==> config.mk <==
export PLATFORM = sky130hd
export DESIGN_NAME = stop_and_wait_arq_sender
export DESIGN_NICKNAME = d
export VERILOG_FILES = /design/src/design/sawarq_pkg.sv /design/src/design/stop_and_wait_arq_sender.sv /design/src/design/sawarq_dp.sv /design/src/design/sawarq_ctrl.sv
export SDC_FILE = /design/constraint.sdc
export NUM_CORES = 1
export LEC_CHECK = 0
export ABC_AREA = 0
export BUFFER_PORTS_ARGS = -buffer_cell sky130_fd_sc_hd__buf_2
export CORE_MARGIN = 2
export CORE_UTILIZATION = 50
export CTS_CLUSTER_SIZE = 16
export DETAILED_ROUTE_END_ITERATION = 16
export PLACE_DENSITY = 0.7
export SLEW_MARGIN = 20
export SYNTH_ARGS = -nofsm -noshare
export SYNTH_HDL_FRONTEND = slang
export SYNTH_SLANG_ARGS = --single-unit
==> constraint.sdc <==
create_clock -name aclk -period 7 [get_ports aclk]
set_clock_uncertainty 0.1 [all_clocks]
set_input_delay 0.35 -clock aclk [delete_from_list [all_inputs] [get_ports aclk]]
set_output_delay 0.35 -clock aclk [all_outputs]
set_load 0.05 [all_outputs]
==> src/design/sawarq_pkg.sv <==
// ----------------------------------------------------------------------------
// sawarq_pkg
// Shared types and constants of the stop-and-wait ARQ sender.
// ----------------------------------------------------------------------------
package sawarq_pkg;

    // request codes carried by req_type
    localparam logic [1:0] REQ_LOAD  = 2'd0;
    localparam logic [1:0] REQ_START = 2'd1;
    localparam logic [1:0] REQ_RX    = 2'd2;
    localparam logic [1:0] REQ_TICK  = 2'd3;

    // configuration register indexes
    localparam logic [2:0] CFG_ACK_TIMEOUT   = 3'd0;
    localparam logic [2:0] CFG_MAX_ATTEMPTS  = 3'd1;
    localparam logic [2:0] CFG_NACK_BACKOFF  = 3'd2;
    localparam logic [2:0] CFG_ACK_CODE      = 3'd3;
    localparam logic [2:0] CFG_NACK_CODE     = 3'd4;

    // reset values of the configuration registers
    localparam logic [15:0] RST_ACK_TIMEOUT  = 16'd2000;
    localparam logic [7:0]  RST_MAX_ATTEMPTS = 8'd5;
    localparam logic [15:0] RST_NACK_BACKOFF = 16'd50;
    localparam logic [7:0]  RST_ACK_CODE     = 8'd0;
    localparam logic [7:0]  RST_NACK_CODE    = 8'd1;

    // frame header: type, seq high, seq low
    localparam int HDR_LEN = 3;
    // shortest reply that counts as a packet
    localparam logic [6:0] MIN_RX_LEN = 7'd3;

    typedef enum logic [1:0] {
        TMR_HOLD,
        TMR_INC,
        TMR_CLEAR
    } timer_op_t;

    // controller -> datapath
    typedef struct packed {
        logic      store_wr;     // write payload byte, bump count
        logic      frame_latch;  // latch type/seq, restart attempt count
        logic      tx_begin;     // new transmission: attempt+1, rewind position
        logic      tx_emit;      // push current frame byte to the output
        logic      st_emit;      // push the status item to the output
        logic      finish;       // chunk done: clear count, latch outcome
        logic      fail;         // outcome latched by finish
        timer_op_t timer_op;
    } dp_cmd_t;

    // datapath -> controller
    typedef struct packed {
        logic count_full;
        logic attempts_zero;
        logic attempts_left;
        logic rx_short;
        logic ack_match;
        logic is_nack;
        logic backoff_zero;
        logic timeout_hit;
        logic backoff_hit;
        logic tx_last;
        logic out_free;
    } dp_stat_t;

endpackage

==> src/design/stop_and_wait_arq_sender.sv <==
// ----------------------------------------------------------------------------
// stop_and_wait_arq_sender
// Stop-and-wait retransmitting sender with chunk store and reply timer.
// ----------------------------------------------------------------------------
// Each input item is taken while the sender is idle, waiting for a reply or
// backing off. A start, a retry or a timeout that transmits emits the frame at
// one byte per cycle while the output is free (3 header bytes plus the stored
// payload, so up to MAX_PAYLOAD + 3 result items), then a status item when
// the chunk ends; no input item is taken while the frame or status is being
// pushed out. The output register lets the next item be accepted while the
// last result still waits. The chunk store is a memory with a registered read
// port, read one position ahead of the frame pointer. Configuration writes
// are always taken and should only be issued while no item is in progress.
// ----------------------------------------------------------------------------
module stop_and_wait_arq_sender import sawarq_pkg::*; #(
    parameter int MAX_PAYLOAD = 50
) (
    input  logic        aclk,
    input  logic        aresetn,
    input  logic        s_valid,
    output logic        s_ready,
    input  logic [1:0]  s_req_type,
    input  logic [7:0]  s_payload_byte,
    input  logic [7:0]  s_pkt_type,
    input  logic [15:0] s_seq_num,
    input  logic [7:0]  s_rx_type,
    input  logic [15:0] s_rx_seq,
    input  logic [6:0]  s_rx_len,
    output logic        m_valid,
    input  logic        m_ready,
    output logic        m_is_status,
    output logic [7:0]  m_tx_byte,
    output logic        m_last_byte,
    output logic        m_outcome,
    output logic [7:0]  m_attempts_used,
    input  logic        cfg_valid,
    output logic        cfg_ready,
    input  logic [2:0]  cfg_index,
    input  logic [15:0] cfg_data
);

    dp_cmd_t  cmd;
    dp_stat_t stat;

    assign cfg_ready = 1'b1;

    sawarq_ctrl u_ctrl (
        .aclk       (aclk),
        .aresetn    (aresetn),
        .s_valid    (s_valid),
        .s_ready    (s_ready),
        .s_req_type (s_req_type),
        .stat       (stat),
        .cmd        (cmd)
    );

    sawarq_dp #(
        .MAX_PAYLOAD (MAX_PAYLOAD)
    ) u_dp (
        .aclk            (aclk),
        .aresetn         (aresetn),
        .cfg_valid       (cfg_valid),
        .cfg_index       (cfg_index),
        .cfg_data        (cfg_data),
        .s_payload_byte  (s_payload_byte),
        .s_pkt_type      (s_pkt_type),
        .s_seq_num       (s_seq_num),
        .s_rx_type       (s_rx_type),
        .s_rx_seq        (s_rx_seq),
        .s_rx_len        (s_rx_len),
        .cmd             (cmd),
        .stat            (stat),
        .m_valid         (m_valid),
        .m_ready         (m_ready),
        .m_is_status     (m_is_status),
        .m_tx_byte       (m_tx_byte),
        .m_last_byte     (m_last_byte),
        .m_outcome       (m_outcome),
        .m_attempts_used (m_attempts_used)
    );

    // never overwrite a result that has not been taken
    a_emit_free: assert property (@(posedge aclk) disable iff (!aresetn)
        (cmd.tx_emit || cmd.st_emit) |-> stat.out_free)
        else $error("result pushed into a full output register");

    // loads past the store depth are dropped
    a_store_bound: assert property (@(posedge aclk) disable iff (!aresetn)
        cmd.store_wr |-> !stat.count_full)
        else $error("write past end of chunk store");

    // frame emission and input acceptance are exclusive
    a_no_accept_tx: assert property (@(posedge aclk) disable iff (!aresetn)
        (s_valid && s_ready) |-> !(cmd.tx_emit || cmd.st_emit))
        else $error("item accepted during frame emission");

    // a pushed status item carries no frame byte
    a_status_clean: assert property (@(posedge aclk) disable iff (!aresetn)
        cmd.st_emit |=> (m_valid && m_is_status && !m_last_byte && m_tx_byte == 8'd0))
        else $error("status item malformed");

endmodule

==> src/design/sawarq_dp.sv <==
// ----------------------------------------------------------------------------
// sawarq_dp
// Datapath: configuration, chunk store, counters, timer and output register.
// ----------------------------------------------------------------------------
module sawarq_dp import sawarq_pkg::*; #(
    parameter int MAX_PAYLOAD = 50
) (
    input  logic        aclk,
    input  logic        aresetn,
    input  logic        cfg_valid,
    input  logic [2:0]  cfg_index,
    input  logic [15:0] cfg_data,
    input  logic [7:0]  s_payload_byte,
    input  logic [7:0]  s_pkt_type,
    input  logic [15:0] s_seq_num,
    input  logic [7:0]  s_rx_type,
    input  logic [15:0] s_rx_seq,
    input  logic [6:0]  s_rx_len,
    input  dp_cmd_t     cmd,
    output dp_stat_t    stat,
    output logic        m_valid,
    input  logic        m_ready,
    output logic        m_is_status,
    output logic [7:0]  m_tx_byte,
    output logic        m_last_byte,
    output logic        m_outcome,
    output logic [7:0]  m_attempts_used
);

    localparam int CNT_W  = $clog2(MAX_PAYLOAD + 1);
    localparam int ADDR_W = (MAX_PAYLOAD > 1) ? $clog2(MAX_PAYLOAD) : 1;
    localparam int POS_W  = $clog2(MAX_PAYLOAD + HDR_LEN);

    logic [15:0] ack_timeout_reg;
    logic [7:0]  max_attempts_reg;
    logic [15:0] nack_backoff_reg;
    logic [7:0]  ack_code_reg;
    logic [7:0]  nack_code_reg;

    logic [CNT_W-1:0]  count_reg;
    logic [7:0]        attempt_reg;
    logic [15:0]       timer_reg;
    logic [15:0]       timer_next;
    logic [POS_W-1:0]  pos_reg;
    logic [POS_W-1:0]  pos_next;
    logic [7:0]        frame_type_reg;
    logic [15:0]       frame_seq_reg;
    logic              fail_reg;

    logic [7:0]        store [MAX_PAYLOAD];
    logic [7:0]        rd_data_reg;
    logic [ADDR_W-1:0] rd_addr;
    logic [POS_W-1:0]  pos_off;
    logic [7:0]        frame_byte;
    logic              out_valid_reg;

    // saturating tick count
    assign timer_next = (timer_reg == 16'hFFFF) ? timer_reg : timer_reg + 16'd1;

    always_comb begin
        pos_next = pos_reg;
        if (cmd.tx_begin) begin
            pos_next = '0;
        end else if (cmd.tx_emit) begin
            pos_next = pos_reg + POS_W'(1);
        end
    end

    // read one position ahead so the registered data lines up with pos_reg
    assign pos_off = pos_next - POS_W'(HDR_LEN);
    assign rd_addr = (pos_next >= POS_W'(HDR_LEN)) ? pos_off[ADDR_W-1:0] : '0;

    always_comb begin
        if (pos_reg == POS_W'(0)) begin
            frame_byte = frame_type_reg;
        end else if (pos_reg == POS_W'(1)) begin
            frame_byte = frame_seq_reg[15:8];
        end else if (pos_reg == POS_W'(2)) begin
            frame_byte = frame_seq_reg[7:0];
        end else begin
            frame_byte = rd_data_reg;
        end
    end

    assign stat.count_full    = (count_reg == CNT_W'(MAX_PAYLOAD));
    assign stat.attempts_zero = (max_attempts_reg == 8'd0);
    assign stat.attempts_left = (attempt_reg < max_attempts_reg);
    assign stat.rx_short      = (s_rx_len < MIN_RX_LEN);
    assign stat.ack_match     = (s_rx_type == ack_code_reg) && (s_rx_seq == frame_seq_reg);
    assign stat.is_nack       = (s_rx_type == nack_code_reg);
    assign stat.backoff_zero  = (nack_backoff_reg == 16'd0);
    assign stat.timeout_hit   = (timer_next >= ack_timeout_reg);
    assign stat.backoff_hit   = (timer_next >= nack_backoff_reg);
    assign stat.tx_last       = (pos_reg == POS_W'(count_reg) + POS_W'(HDR_LEN - 1));
    assign stat.out_free      = !out_valid_reg || m_ready;

    always_ff @(posedge aclk) begin
        if (!aresetn) begin
            ack_timeout_reg  <= RST_ACK_TIMEOUT;
            max_attempts_reg <= RST_MAX_ATTEMPTS;
            nack_backoff_reg <= RST_NACK_BACKOFF;
            ack_code_reg     <= RST_ACK_CODE;
            nack_code_reg    <= RST_NACK_CODE;
        end else if (cfg_valid) begin
            case (cfg_index)
                CFG_ACK_TIMEOUT:  ack_timeout_reg  <= cfg_data;
                CFG_MAX_ATTEMPTS: max_attempts_reg <= cfg_data[7:0];
                CFG_NACK_BACKOFF: nack_backoff_reg <= cfg_data;
                CFG_ACK_CODE:     ack_code_reg     <= cfg_data[7:0];
                CFG_NACK_CODE:    nack_code_reg    <= cfg_data[7:0];
                default: ;
            endcase
        end
    end

    always_ff @(posedge aclk) begin
        if (!aresetn) begin
            count_reg     <= '0;
            attempt_reg   <= '0;
            timer_reg     <= '0;
            pos_reg       <= '0;
            fail_reg      <= 1'b0;
            out_valid_reg <= 1'b0;
        end else begin
            pos_reg <= pos_next;
            if (cmd.store_wr) begin
                count_reg <= count_reg + CNT_W'(1);
            end else if (cmd.finish) begin
                count_reg <= '0;
            end
            if (cmd.frame_latch) begin
                attempt_reg <= cmd.tx_begin ? 8'd1 : 8'd0;
            end else if (cmd.tx_begin) begin
                attempt_reg <= attempt_reg + 8'd1;
            end
            case (cmd.timer_op)
                TMR_INC:   timer_reg <= timer_next;
                TMR_CLEAR: timer_reg <= '0;
                default:   ;
            endcase
            if (cmd.finish) begin
                fail_reg <= cmd.fail;
            end
            if (cmd.tx_emit || cmd.st_emit) begin
                out_valid_reg <= 1'b1;
            end else if (m_ready) begin
                out_valid_reg <= 1'b0;
            end
        end
    end

    always_ff @(posedge aclk) begin
        if (cmd.frame_latch) begin
            frame_type_reg <= s_pkt_type;
            frame_seq_reg  <= s_seq_num;
        end
        if (cmd.store_wr) begin
            store[count_reg[ADDR_W-1:0]] <= s_payload_byte;
        end
        rd_data_reg <= store[rd_addr];
        if (cmd.tx_emit) begin
            m_is_status     <= 1'b0;
            m_tx_byte       <= frame_byte;
            m_last_byte     <= stat.tx_last;
            m_outcome       <= 1'b0;
            m_attempts_used <= attempt_reg;
        end else if (cmd.st_emit) begin
            m_is_status     <= 1'b1;
            m_tx_byte       <= 8'd0;
            m_last_byte     <= 1'b0;
            m_outcome       <= fail_reg;
            m_attempts_used <= attempt_reg;
        end
    end

    assign m_valid = out_valid_reg;

endmodule

==> src/design/sawarq_ctrl.sv <==
// ----------------------------------------------------------------------------
// sawarq_ctrl
// Controller: protocol phase, frame emission and status sequencing.
// ----------------------------------------------------------------------------
module sawarq_ctrl import sawarq_pkg::*; (
    input  logic       aclk,
    input  logic       aresetn,
    input  logic       s_valid,
    output logic       s_ready,
    input  logic [1:0] s_req_type,
    input  dp_stat_t   stat,
    output dp_cmd_t    cmd
);

    typedef enum logic [2:0] {
        ST_IDLE,
        ST_WAIT,
        ST_BACKOFF,
        ST_TX,
        ST_STATUS
    } state_t;

    state_t state_reg;
    state_t state_next;
    logic   accept;

    assign s_ready = (state_reg == ST_IDLE) || (state_reg == ST_WAIT) ||
                     (state_reg == ST_BACKOFF);
    assign accept  = s_valid && s_ready;

    always_comb begin
        cmd        = '0;
        cmd.timer_op = TMR_HOLD;
        state_next = state_reg;
        case (state_reg)
            ST_IDLE: begin
                if (accept && s_req_type == REQ_LOAD && !stat.count_full) begin
                    cmd.store_wr = 1'b1;
                end else if (accept && s_req_type == REQ_START) begin
                    cmd.frame_latch = 1'b1;
                    cmd.timer_op    = TMR_CLEAR;
                    if (stat.attempts_zero) begin
                        cmd.finish = 1'b1;
                        cmd.fail   = 1'b1;
                        state_next = ST_STATUS;
                    end else begin
                        cmd.tx_begin = 1'b1;
                        state_next   = ST_TX;
                    end
                end
            end
            ST_WAIT, ST_BACKOFF: begin
                if (accept) begin
                    // retry_or_fail is the default outcome of a trigger below
                    if (state_reg == ST_WAIT && s_req_type == REQ_RX && !stat.rx_short) begin
                        cmd.timer_op = TMR_CLEAR;
                        if (stat.ack_match) begin
                            cmd.finish = 1'b1;
                            state_next = ST_STATUS;
                        end else if (stat.is_nack && !stat.backoff_zero) begin
                            state_next = ST_BACKOFF;
                        end else if (stat.attempts_left) begin
                            cmd.tx_begin = 1'b1;
                            state_next   = ST_TX;
                        end else begin
                            cmd.finish = 1'b1;
                            cmd.fail   = 1'b1;
                            state_next = ST_STATUS;
                        end
                    end else if (s_req_type == REQ_TICK) begin
                        if ((state_reg == ST_WAIT && stat.timeout_hit) ||
                            (state_reg == ST_BACKOFF && stat.backoff_hit)) begin
                            cmd.timer_op = TMR_CLEAR;
                            if (stat.attempts_left) begin
                                cmd.tx_begin = 1'b1;
                                state_next   = ST_TX;
                            end else begin
                                cmd.finish = 1'b1;
                                cmd.fail   = 1'b1;
                                state_next = ST_STATUS;
                            end
                        end else begin
                            cmd.timer_op = TMR_INC;
                        end
                    end
                end
            end
            ST_TX: begin
                if (stat.out_free) begin
                    cmd.tx_emit = 1'b1;
                    if (stat.tx_last) begin
                        state_next = ST_WAIT;
                    end
                end
            end
            ST_STATUS: begin
                if (stat.out_free) begin
                    cmd.st_emit = 1'b1;
                    state_next  = ST_IDLE;
                end
            end
            default: begin
                state_next = ST_IDLE;
            end
        endcase
    end

    always_ff @(posedge aclk) begin
        if (!aresetn) begin
            state_reg <= ST_IDLE;
        end else begin
            state_reg <= state_next;
        end
    end

endmodule

==> results.json <==
{
  "path_common_cell": "and4_1",
  "worst_slew_pin_slew_ps": 1120,
  "grt_max_degree": 86,
  "drive_gt1_share_pct": 15.5,
  "fin_tns_setup_ps": 0,
  "met2_wirelength_mm": 31.2,
  "cap_violations": 0,
  "clock-sinks": 548,
  "cts_buffers": 56,
  "path_class": "register to register",
  "cts-root-buf": "clkbuf_16",
  "synth_async_sr_flop_share_pct": 0,
  "netlist_instances": 1967,
  "route.detailed.drc": 0,
  "r2r_slack_ps": 150,
  "ys.flop_type": "edfxtp_1",
  "worstHoldPathCells": 4,
  "internal_power_uw": 5400,
  "synth_area_mm2": 0.0242,
  "grt_pass1_wl_mm": 101,
  "wl_met1_mm": 28.0,
  "dr.pass1.iters": 6,
  "core-area_mm2": 0.0477,
  "post_drt_wl_per_cell_um": 24.4,
  "largest_reg_flops": 400,
  "critPathMaxFanout": 30,
  "timing.final.crit_share_pct": 97.9,
  "vias": 17100,
  "antenna_found_initial": 2,
  "yosys.area.top_type": "edfxtp_1",
  "drt_wl_total_mm": 68.4,
  "area_growth_pct": 16.9,
  "synth_top_cell_area_share_pct": 54.7,
  "synth_cell_types": 89,
  "cts_buffer_depth": 3,
  "cp.required_ps": 7460,
  "drtIter0Drc": 1987,
  "io-pin-count": 111,
  "synth_edf_count": 441,
  "setup_ws_ps": 149,
  "place_ws_ps": -214,
  "yosys-top-cells-count": "edfxtp_1, nand2_1, nor2_1",
  "syn_nets": 2109,
  "nNetsFinal": 2288,
  "yosysWarnings": 0,
  "yosysMostFrequentCell": "edfxtp_1",
  "worstPathArrival_ps": 7310,
  "fin_crit_ps": 6850,
  "hold_ws_ps": 138,
  "grt_util_all_layers_pct": 26.7,
  "highest_layer": "met5",
  "pwr-share-clk_pct": 44.7,
  "die_x_um": 224,
  "cts_tree": "built",
  "grt_pass1_vias": 16600,
  "dp_hpwl_mm": 43.0,
  "ant_nets": 0,
  "cp-end-kind": "register",
  "setup_viol": 0,
  "sequentialPowerShare_pct": 51.7,
  "yosysSeqAreaShare_pct": 63.5,
  "viasPerCell": 6.08,
  "worstSkewPairLatency_ps": 640,
  "net-switching-power_uw": 1470,
  "fp.dieH_um": 224,
  "port_buffers": 109,
  "grt_overflow_total": 0,
  "p_leak_uw": 0.00988,
  "maxSlewViolCount": 0,
  "dp.cells": 2640,
  "avgSynthCellArea_um2": 12.3,
  "hold_path.class": "input port to register",
  "cts.htree.levels": 2,
  "initial_core_util_pct": 50.7,
  "max_freq_mhz": 146,
  "gp_congestion": 0.892,
  "finalNonFillerCells": 2809,
  "start_kind": "register",
  "met3_length_mm": 6.90,
  "clk_pin_slew_ps": 60,
  "die_area_mm2": 0.0502,
  "synth-seq-cells": 548,
  "slew_headroom_pct": 25.6,
  "synth_area_leaders": "edfxtp_1, dfxtp_1, nand2_1",
  "power_frac_comb_pct": 3.6,
  "status": "completed",
  "p_sw_share_pct": 21.4,
  "ir_drop_mv": 0.190,
  "placementRows": 80,
  "power_density_mw_per_mm2": 243,
  "cp_slowest_cell": "a211oi_4",
  "final_hold_viol_count": 0,
  "ff2ff_path_depth": 28,
  "cpPeakStageDelay_ps": 420
}
routing by layer:
layer	GRT usage, %	up-vias
li1	-	7702
met1	35.7	8297
met2	42.3	892
met3	6.70	173
met4	10.1	2
met5	0	-
what timing repair did:
action / CTS / global route
gates cloned: 3 / 2
setup endpoints to repair: 8 / 8
resized for setup: 10 / 31
buffers inserted: 6 / 9
hold endpoints to repair: 80 / 0
pin swaps: 3 / 8
hold buffers: 40 / 0
cell type report:
class,instances,area (um2)
clock buffers,76,1620
fillers,3699,19400
multi-input cells,1270,8370
flip-flops and latches,548,15400
clock inverters,29,283
diodes,1,2.50
repair buffers,220,1670
well taps,615,769
inverters,50,188
path summary, 6_finish.rpt:
path / start / end
worst max-delay path: u_dp.timer_reg[6] / u_dp.rd_data_reg[1]
worst min-delay path: cfg_index[0] / u_dp.nack_backoff_reg[8]
worst max register to register: u_dp.timer_reg[6] / u_dp.rd_data_reg[1]
worst min register to register: u_dp.ack_timeout_reg[13] / u_dp.ack_timeout_reg[13]
power by group through the flow:
stage	Combinational, uW	Clock, uW	Sequential, uW
after floorplan	103	0	3620
after global placement	210	0	3620
after detailed placement	216	0	3620
after CTS	237	3080	3550
after global routing	269	3200	3550
final	250	3070	3550
cell usage in the layout (no fill, tap or decap), drive strengths merged, types with 15 or more instances in the layout:
cell,Yosys,layout
inv,50,54
dlygate4sd3,0,40
and2,21,21
a221oi,18,18
a211oi,24,24
nor2,138,138
buf,49,176
edfxtp,441,441
ha,53,53
o211ai,22,22
dfxtp,107,107
clkinv,0,19
xor2,22,22
o21ai,44,46
nand2,300,300
mux2i,100,100
nand4,21,21
a21boi,56,56
nor3,15,15
nor4,23,23
nor2b,17,17
xnor2,44,44
clkbuf,52,78
nand3,89,89
a21oi,71,71
worst max-delay path: cells and delay by family, from the launching register on:
kind                       cells  cell delay, ps
AOI/OAI and AO/OA             12            2930
and+or+nand+nor                7            1450
adders and majority gates      2             410
DFF                            1             370
muxes                          3             690
buffers and inverters          4             790
per-stage QoR:
step                utilization [%]  power [uW]  area, um2
finish                         59.3        6870      28300
global route                   59.3        7020      28300
CTS                            58.6        6870      28000
detailed placement             53.4        3840      25500
global placement               53.4        3830      25500
floorplan                         -        3720      24200
cell families (layout without fill, tap and decap cells):
family	Yosys count	in the layout	synth area share, %
and+or+nand+nor	677	677	12.8
DFF	548	548	63.5
AOI/OAI and AO/OA	361	363	11.0
buffers and inverters	151	375	2.81
muxes	110	110	4.74
xor gates and xnor gates	66	66	2.39
adders and majority gates	53	53	2.74
other	1	2	0.0155
No activity file was read; power rests on OpenSTA's default activity.
